==> src/rtl/skcs_pkg.sv <==
package skcs_pkg;

  localparam int CAPACITY_DEF = 64;
  localparam int KEY_BITS_DEF = 16;

  // Result status codes.
  localparam logic [1:0] ST_OK       = 2'd0;
  localparam logic [1:0] ST_CONFLICT = 2'd1;
  localparam logic [1:0] ST_FULL     = 2'd2;
  localparam logic [1:0] ST_RANGE    = 2'd3;

  // Operation codes.
  localparam logic CMD_INSERT = 1'b0;
  localparam logic CMD_READ   = 1'b1;

  typedef struct packed {
    logic        cmd;
    logic [15:0] key_value;
    logic        color_in;
    logic [5:0]  rank;
  } in_item_t;

  typedef struct packed {
    logic [1:0]  status;
    logic [15:0] key_out;
    logic        color_out;
    logic [6:0]  entry_total;
  } out_item_t;

  // Per-cycle commands that the controller broadcasts to every cell.
  typedef struct packed {
    logic cmp_en;
    logic upd_en;
  } cell_ctrl_t;

endpackage

==> src/rtl/skcs_cell.sv <==
module skcs_cell
  import skcs_pkg::*;
#(
  parameter int CAPACITY = CAPACITY_DEF,
  parameter int KEY_BITS = KEY_BITS_DEF,
  parameter int INDEX    = 0
) (
  input  logic                          clk,
  input  cell_ctrl_t                    ctrl,
  input  logic [KEY_BITS-1:0]           key_in,
  input  logic                          color_in,
  input  logic [5:0]                    rank,
  input  logic [$clog2(CAPACITY+1)-1:0] count,
  input  logic [KEY_BITS-1:0]           left_key,
  input  logic                          left_color,
  input  logic                          left_lt,
  output logic [KEY_BITS-1:0]           key_r,
  output logic                          color_r,
  output logic                          lt_r,
  output logic [KEY_BITS+2:0]           contrib_r
);

  localparam int CNT_W = $clog2(CAPACITY+1);
  localparam int IDX_W = $clog2(CAPACITY);

  logic                valid;
  logic                sel;
  logic                load_new;
  logic [KEY_BITS-1:0] key_nxt;
  logic                color_nxt;
  logic                lt_nxt;
  logic [KEY_BITS+2:0] contrib_nxt;

  assign valid    = CNT_W'(INDEX) < count;
  assign sel      = ({{IDX_W{1'b0}}, rank} == (IDX_W + 6)'(INDEX));
  // The first cell at or above the insertion point takes the new key;
  // every cell above it takes its left neighbor's entry.
  assign load_new = (INDEX == 0) || left_lt;

  always_comb begin
    lt_nxt      = valid && (key_r < key_in);
    contrib_nxt = {valid && (key_r == key_in),
                   valid && (key_r == key_in) && color_r,
                   sel ? key_r : {KEY_BITS{1'b0}},
                   sel && color_r};
    key_nxt     = key_r;
    color_nxt   = color_r;
    if (ctrl.upd_en && !lt_r) begin
      if (load_new) begin
        key_nxt   = key_in;
        color_nxt = color_in;
      end else begin
        key_nxt   = left_key;
        color_nxt = left_color;
      end
    end
  end

  always_ff @(posedge clk) begin
    key_r   <= key_nxt;
    color_r <= color_nxt;
    if (ctrl.cmp_en) begin
      lt_r      <= lt_nxt;
      contrib_r <= contrib_nxt;
    end
  end

endmodule

==> src/rtl/skcs_reduce.sv <==
module skcs_reduce
  import skcs_pkg::*;
#(
  parameter int N = CAPACITY_DEF,
  parameter int W = KEY_BITS_DEF + 3
) (
  input  logic [N-1:0][W-1:0] data,
  output logic [W-1:0]        result
);

  // Each field of a contribution is nonzero in at most one cell, so an OR
  // merges them.
  always_comb begin
    result = '0;
    for (int i = 0; i < N; i++) begin
      result = result | data[i];
    end
  end

endmodule

==> src/rtl/sorted_key_color_set_insert_core.sv <==
// A transaction passes through S_CMP and then S_UPD; out_data and out_valid are registered.
// A new transaction can be accepted while in S_UPD; busy is high only in the compare
// cycle, set by the controller state register.
// Reset (rst_n low, synchronous) empties the table and drops any result in flight;
// stored keys are not cleared. The receiver cannot stall: out_valid pulses once.
module sorted_key_color_set_insert_core
  import skcs_pkg::*;
#(
  parameter int CAPACITY = CAPACITY_DEF,
  parameter int KEY_BITS = KEY_BITS_DEF
) (
  input  logic      clk,
  input  logic      rst_n,
  input  logic      start,
  output logic      busy,
  input  in_item_t  in_data,
  output logic      out_valid,
  output out_item_t out_data
);

  localparam int CNT_W = $clog2(CAPACITY+1);
  localparam int CMP_W = (CNT_W > 6) ? CNT_W : 6;
  localparam int CON_W = KEY_BITS + 3;

  // Controller states: a transaction is latched, the cells compare in the next
  // cycle, and the cycle after that applies the update and forms the result.
  typedef enum logic [2:0] {
    S_IDLE = 3'b001,
    S_CMP  = 3'b010,
    S_UPD  = 3'b100
  } state_t;

  state_t     state_r, state_nxt;
  in_item_t   item_r;
  logic [CNT_W-1:0] count_r, count_nxt;
  out_item_t  out_r, out_nxt;
  logic       out_valid_r, out_valid_nxt;

  logic       accept;
  cell_ctrl_t ctrl;
  logic [KEY_BITS-1:0] key_ext;

  logic [CAPACITY-1:0][KEY_BITS-1:0] cell_key;
  logic [CAPACITY-1:0]               cell_color;
  logic [CAPACITY-1:0]               cell_lt;
  logic [CAPACITY-1:0][CON_W-1:0]    cell_contrib;
  logic [CON_W-1:0]                  merged;

  logic                found;
  logic                match_color;
  logic [KEY_BITS-1:0] read_key;
  logic                read_color;
  logic                in_range;
  logic                do_write;

  // Keys above KEY_BITS are dropped; narrower keys are zero-extended.
  assign key_ext = KEY_BITS'(item_r.key_value);

  assign busy   = (state_r == S_CMP);
  assign accept = start && !busy;

  // The chain of cells: each holds one table entry and, on an insert, either
  // keeps its entry, takes the new key, or takes its left neighbor's entry.
  for (genvar i = 0; i < CAPACITY; i++) begin : g_cell
    logic [KEY_BITS-1:0] left_key;
    logic                left_color;
    logic                left_lt;
    if (i == 0) begin : g_first
      assign left_key   = '0;
      assign left_color = 1'b0;
      assign left_lt    = 1'b0;
    end else begin : g_rest
      assign left_key   = cell_key[i-1];
      assign left_color = cell_color[i-1];
      assign left_lt    = cell_lt[i-1];
    end

    skcs_cell #(
      .CAPACITY (CAPACITY),
      .KEY_BITS (KEY_BITS),
      .INDEX    (i)
    ) u_cell (
      .clk        (clk),
      .ctrl       (ctrl),
      .key_in     (key_ext),
      .color_in   (item_r.color_in),
      .rank       (item_r.rank),
      .count      (count_r),
      .left_key   (left_key),
      .left_color (left_color),
      .left_lt    (left_lt),
      .key_r      (cell_key[i]),
      .color_r    (cell_color[i]),
      .lt_r       (cell_lt[i]),
      .contrib_r  (cell_contrib[i])
    );
  end

  skcs_reduce #(
    .N (CAPACITY),
    .W (CON_W)
  ) u_reduce (
    .data   (cell_contrib),
    .result (merged)
  );

  assign found       = merged[CON_W-1];
  assign match_color = merged[CON_W-2];
  assign read_key    = merged[KEY_BITS:1];
  assign read_color  = merged[0];
  assign in_range    = CMP_W'(item_r.rank) < CMP_W'(count_r);

  // A new key is written only when it is absent and there is room for it.
  assign do_write = (state_r == S_UPD) && (item_r.cmd == CMD_INSERT) && !found &&
                    (count_r != CNT_W'(CAPACITY));

  assign ctrl.cmp_en = (state_r == S_CMP);
  assign ctrl.upd_en = do_write;

  always_comb begin
    state_nxt     = state_r;
    count_nxt     = count_r;
    out_nxt       = out_r;
    out_valid_nxt = 1'b0;
    case (state_r)
      S_IDLE: begin
        if (accept) begin
          state_nxt = S_CMP;
        end
      end
      S_CMP: begin
        state_nxt = S_UPD;
      end
      S_UPD: begin
        state_nxt         = accept ? S_CMP : S_IDLE;
        out_valid_nxt     = 1'b1;
        out_nxt.key_out   = '0;
        out_nxt.color_out = 1'b0;
        if (item_r.cmd == CMD_INSERT) begin
          if (found) begin
            out_nxt.status = (match_color == item_r.color_in) ? ST_OK : ST_CONFLICT;
          end else if (count_r == CNT_W'(CAPACITY)) begin
            out_nxt.status = ST_FULL;
          end else begin
            out_nxt.status = ST_OK;
            count_nxt      = count_r + CNT_W'(1);
          end
        end else if (in_range) begin
          out_nxt.status    = ST_OK;
          out_nxt.key_out   = 16'(read_key);
          out_nxt.color_out = read_color;
        end else begin
          out_nxt.status = ST_RANGE;
        end
        out_nxt.entry_total = 7'(count_nxt);
      end
      default: begin
        state_nxt = S_IDLE;
      end
    endcase
  end

  always_ff @(posedge clk) begin
    if (!rst_n) begin
      state_r     <= S_IDLE;
      count_r     <= '0;
      out_valid_r <= 1'b0;
    end else begin
      state_r     <= state_nxt;
      count_r     <= count_nxt;
      out_valid_r <= out_valid_nxt;
    end
  end

  // The transaction register and result payload carry no reset.
  always_ff @(posedge clk) begin
    if (accept) begin
      item_r <= in_data;
    end
    out_r <= out_nxt;
  end

  assign out_valid = out_valid_r;
  assign out_data  = out_r;

endmodule
==> config.mk <==
export PLATFORM = sky130hd
export DESIGN_NAME = sorted_key_color_set_insert_core
export DESIGN_NICKNAME = d
export VERILOG_FILES = /design/src/rtl/skcs_pkg.sv /design/src/rtl/skcs_cell.sv /design/src/rtl/skcs_reduce.sv /design/src/rtl/sorted_key_color_set_insert_core.sv
export SDC_FILE = /design/constraint.sdc
export NUM_CORES = 2
export LEC_CHECK = 0
export BUFFER_PORTS_ARGS = -buffer_cell sky130_fd_sc_hd__buf_4
export CAP_MARGIN = 20
export CELL_PAD_IN_SITES_DETAIL_PLACEMENT = 0
export CELL_PAD_IN_SITES_GLOBAL_PLACEMENT = 1
export CORE_MARGIN = 5
export CORE_UTILIZATION = 40
export CTS_BUF_LIST = sky130_fd_sc_hd__clkbuf_8
export CTS_CLUSTER_SIZE = 25
export DETAILED_ROUTE_END_ITERATION = 8
export GPL_TIMING_DRIVEN = 1
export PLACE_DENSITY = 0.6
export SLEW_MARGIN = 20
export SYNTH_ARGS = -nofsm -noshare
export SYNTH_HDL_FRONTEND = slang
export SYNTH_SLANG_ARGS = --single-unit
==> constraint.sdc <==
create_clock -name clk -period 248.2 [get_ports clk]
set_input_delay 24.82 -clock clk [delete_from_list [all_inputs] [get_ports clk]]
set_output_delay 24.82 -clock clk [all_outputs]
set_load 0.005 [all_outputs]
==> results.py <==
metrics = {
    "outcome": {
        "status": "finished, final reports clean",
    },
    "synthesis": {
        "synth_top_area_frac": 0.604,
        "synthArstFlopShare": 0,
        "synth_flop_cell": "edfxtp_1",
        "yosysWarnings": 0,
        "synth_top_area_cell": "edfxtp_1",
        "syn_nets": 9579,
        "synth_cell_types": 63,
        "syn_area_per_cell_um2": 14.1,
        "synth_area_um2": 120000,
        "synth_edf_count": 2418,
        "ys_ff_latch": 2429,
        "synth_cells": 8521,
        "yosysSeqAreaShare": 0.606,
        "synthTopCellsByArea": "edfxtp_1, ha_1, mux2_2",
    },
    "floorplan": {
        "row_count": 201,
        "boundaryPins": 55,
        "start_util": 0.401,
        "core_um2": 300000,
        "die_y_um": 558,
        "die_w_um": 558,
        "die_area_um2": 312000,
    },
    "flow_run": {
        "cap_violations": 0,
    },
    "setup_path": {
        "critPathLaunchType": "register",
        "criticalPathCategory": "register to primary output",
        "cp.arrival_ns": 2.48,
        "cp_cell_sequence": "nor3b_2, buf_4",
        "worstPathRequired_ns": 223.38,
        "crit_buf_inv": 1,
        "cp_slowest_cell": "nor3b_2",
        "crit_path_end_kind": "primary output",
        "crit_fanout": 3,
        "crit_family": "simple AND/OR/NAND/NOR gates",
        "cpPeakStageDelay_ns": 0.77,
    },
    "sta": {
        "rsz0062_at_grt": "false",
        "max_freq_ghz": 0.0366,
        "clock_skew_ns": 0.0738,
        "setup_viol": 0,
        "fin_crit_sh": 0.110,
        "relSlewSlack": 0.0430,
        "post-route-min-period_ns": 27.30,
        "worst_slew_pin_slew_ns": 1.42,
        "finalHoldViolCount": 0,
        "fin_tns_setup_ns": 0,
        "slew_violations": 0,
    },
    "pwr": {
        "leakage_nw": 50.3,
        "p_sw_frac": 0.249,
        "p_switching_mw": 0.213,
        "seqPwrFrac": 0.526,
        "p_per_area_nw_per_um2": 6.36,
        "comb_power_share": 0.054,
        "clockPowerShare": 0.419,
        "p_int_mw": 0.643,
        "irDropWorstVdd_mv": 0.00445,
        "power.total_mw": 0.856,
    },
    "cts": {
        "clkSinkCount": 2429,
        "post_cts_resized": 0,
        "cts_inserted_buffers": 428,
        "postCtsHoldBufs": 0,
        "cts_tree": "built",
        "cts_root_buf": "clkbuf_8",
        "clkSlewWorstSetupHoldPaths_ns": 0.06,
        "clock_path_buffers": 4,
        "cts_setup_buffers": 0,
        "clock_latency_ns": 1.13,
        "htreeDepth": 5,
    },
    "global_routing": {
        "grt_pass1_wl_um": 647000,
        "grt_pass1_vias": 77800,
        "antenna_found_initial": 50,
        "grt_max_degree": 155,
        "grt_usage": 0.300,
        "grt.overflow.total": 0,
    },
    "cells_and_area": {
        "drive_above_1_share": 0.213,
        "area_delta_synth_final_pct": 11.8,
        "nNetsFinal": 9944,
    },
    "route": {
        "routedWlPerCell_um": 36.2,
        "drt_iter0_markers": 10100,
        "route.vias.total": 79700,
        "ant_nets": 0,
        "drt-total-wl_um": 479000,
        "drc": 0,
        "viasPerCell": 6.03,
        "dr.pass1.iters": 6,
    },
    "placed_design": {
        "gp_congestion": 0.999,
        "hpwl_um": 333000,
        "port_buffers": 54,
    },
    "worst_hold_path": {
        "min_path_type": "register to register",
    },
}
==> layer usage <==
metal | wire, um | part of all wire | GRT usage
met1 | 205000 | 0.43 | 0.427
met2 | 206000 | 0.43 | 0.447
met3 | 42000 | 0.088 | 0.0530
met4 | 26200 | 0.055 | 0.139
met5 | 13 | 0.000027 | 0
==> worst reg2reg max path, cell delays in order (launching register included) <==
cell and delay, ns:
dfxtp_1 0.35, nor3b_2 0.77, buf_4 0.66, buf_4 0.89, buf_4 0.86, buf_4 0.75, buf_4 0.93
==> cell usage in the layout (no fill, tap or decap), types with 17 or more instances in the layout <==
cell type  instances
clkinv_2          43
a21oi_1          259
nand2_1          239
nor4_1           337
clkbuf_8         434
nor2_1           229
nor2_4            51
edfxtp_1        2418
bufinv_16         17
diode_2           31
nand4_1          264
and2_1          1095
a2111oi_0         30
o21ai_0          215
inv_1            266
nor3_1           109
inv_6             19
ha_1            1031
nor2b_1           98
a211oi_1          47
nor4_2            41
a31oi_1           17
nand3_1           93
a21o_1           149
o21a_1            59
nor2_2            20
buf_4            282
clkinv_1          96
o211ai_1          60
mux2_2          1009
==> path summary, 6_finish.rpt <==
kind,slack (ns),endpoint,cells past startpoint,start
max,220.90,busy,2,state_r[1]
min reg2reg,0.48,state_r[1],1,state_r[1]
min,0.48,state_r[1],1,state_r[1]
max reg2reg,242.50,g_cell[28].u_cell.contrib_r[10],6,state_r[1]
==> layout make-up <==
type | count | area (um^2)
repair buffers | 288 | 2220
diodes | 31 | 77.6
clock buffers | 434 | 5970
multi-input cells | 5612 | 46000
inverters | 127 | 547
flip-flops and latches | 2429 | 72800
fillers | 26900 | 165000
well taps | 3958 | 4950
clock inverters | 330 | 1870
==> cells in the mapped netlist (8+ instances only) <==
master,number
o21ai_0,216
mux2_2,1009
o21a_1,59
dfxtp_1,11
a2111oi_0,36
nor2b_1,99
and2_1,1095
and4_1,8
clkbuf_1,298
buf_1,48
o211ai_1,60
a21oi_1,261
a21o_1,149
o2111ai_1,8
nor2_1,250
nand4_1,264
nor4_1,383
edfxtp_1,2418
nand3_1,93
and3_1,12
a211oi_1,47
or3_1,15
ha_1,1031
nor2_4,50
nand2_1,239
a31oi_1,17
inv_1,126
a221oi_1,16
nor3_1,111
==> flip-flops by register name, indices dropped and copies added, names as in the netlist <==
signal	flops
count_r	7
g_cell.u_cell.color_r	64
g_cell.u_cell.contrib_r	1216
g_cell.u_cell.key_r	1024
g_cell.u_cell.lt_r	64
item_r	8
key_ext	16
out_data	26
out_valid	1
state_r	3
==> kinds of logic (layout without fill, tap and decap cells) <==
kind of cell,Yosys count,after routing,synth area share
and+or+nand+nor,2645,2645,0.128
other,0,31,0
DFF,2429,2429,0.606
muxes,1014,1014,0.0949
xor gates and xnor gates,7,7,0.000510
adders and majority gates,1031,1031,0.107
AOI/OAI and AO/OA,915,915,0.0481
buffers and inverters,480,1179,0.0157
==> power by group through the flow <==
stage / sequential (mW) / combinational, mW / clock, mW
final: 0.450 / 0.0466 / 0.359
after global placement: 0.459 / 0.0443 / 0
after global routing: 0.450 / 0.0492 / 0.382
after CTS: 0.450 / 0.0457 / 0.363
after detailed placement: 0.459 / 0.0455 / 0
after floorplan: 0.472 / 0.0248 / 0
==> through the flow <==
step                      hold WS [ns]  instance area [um^2]  utilization  cells  setup slack, ns
after CTS                        0.479                134000        0.448  13200           220.83
after detailed placement         0.466                126000        0.422  12400           222.05
final                            0.481                134000        0.449  13200           220.90
after floorplan                  0.424                120000            -   8521           114.79
after global placement           0.478                126000        0.422  12400           222.06
after global routing             0.498                134000        0.449  13200           220.82
No activity file was read; power rests on OpenSTA's default activity.
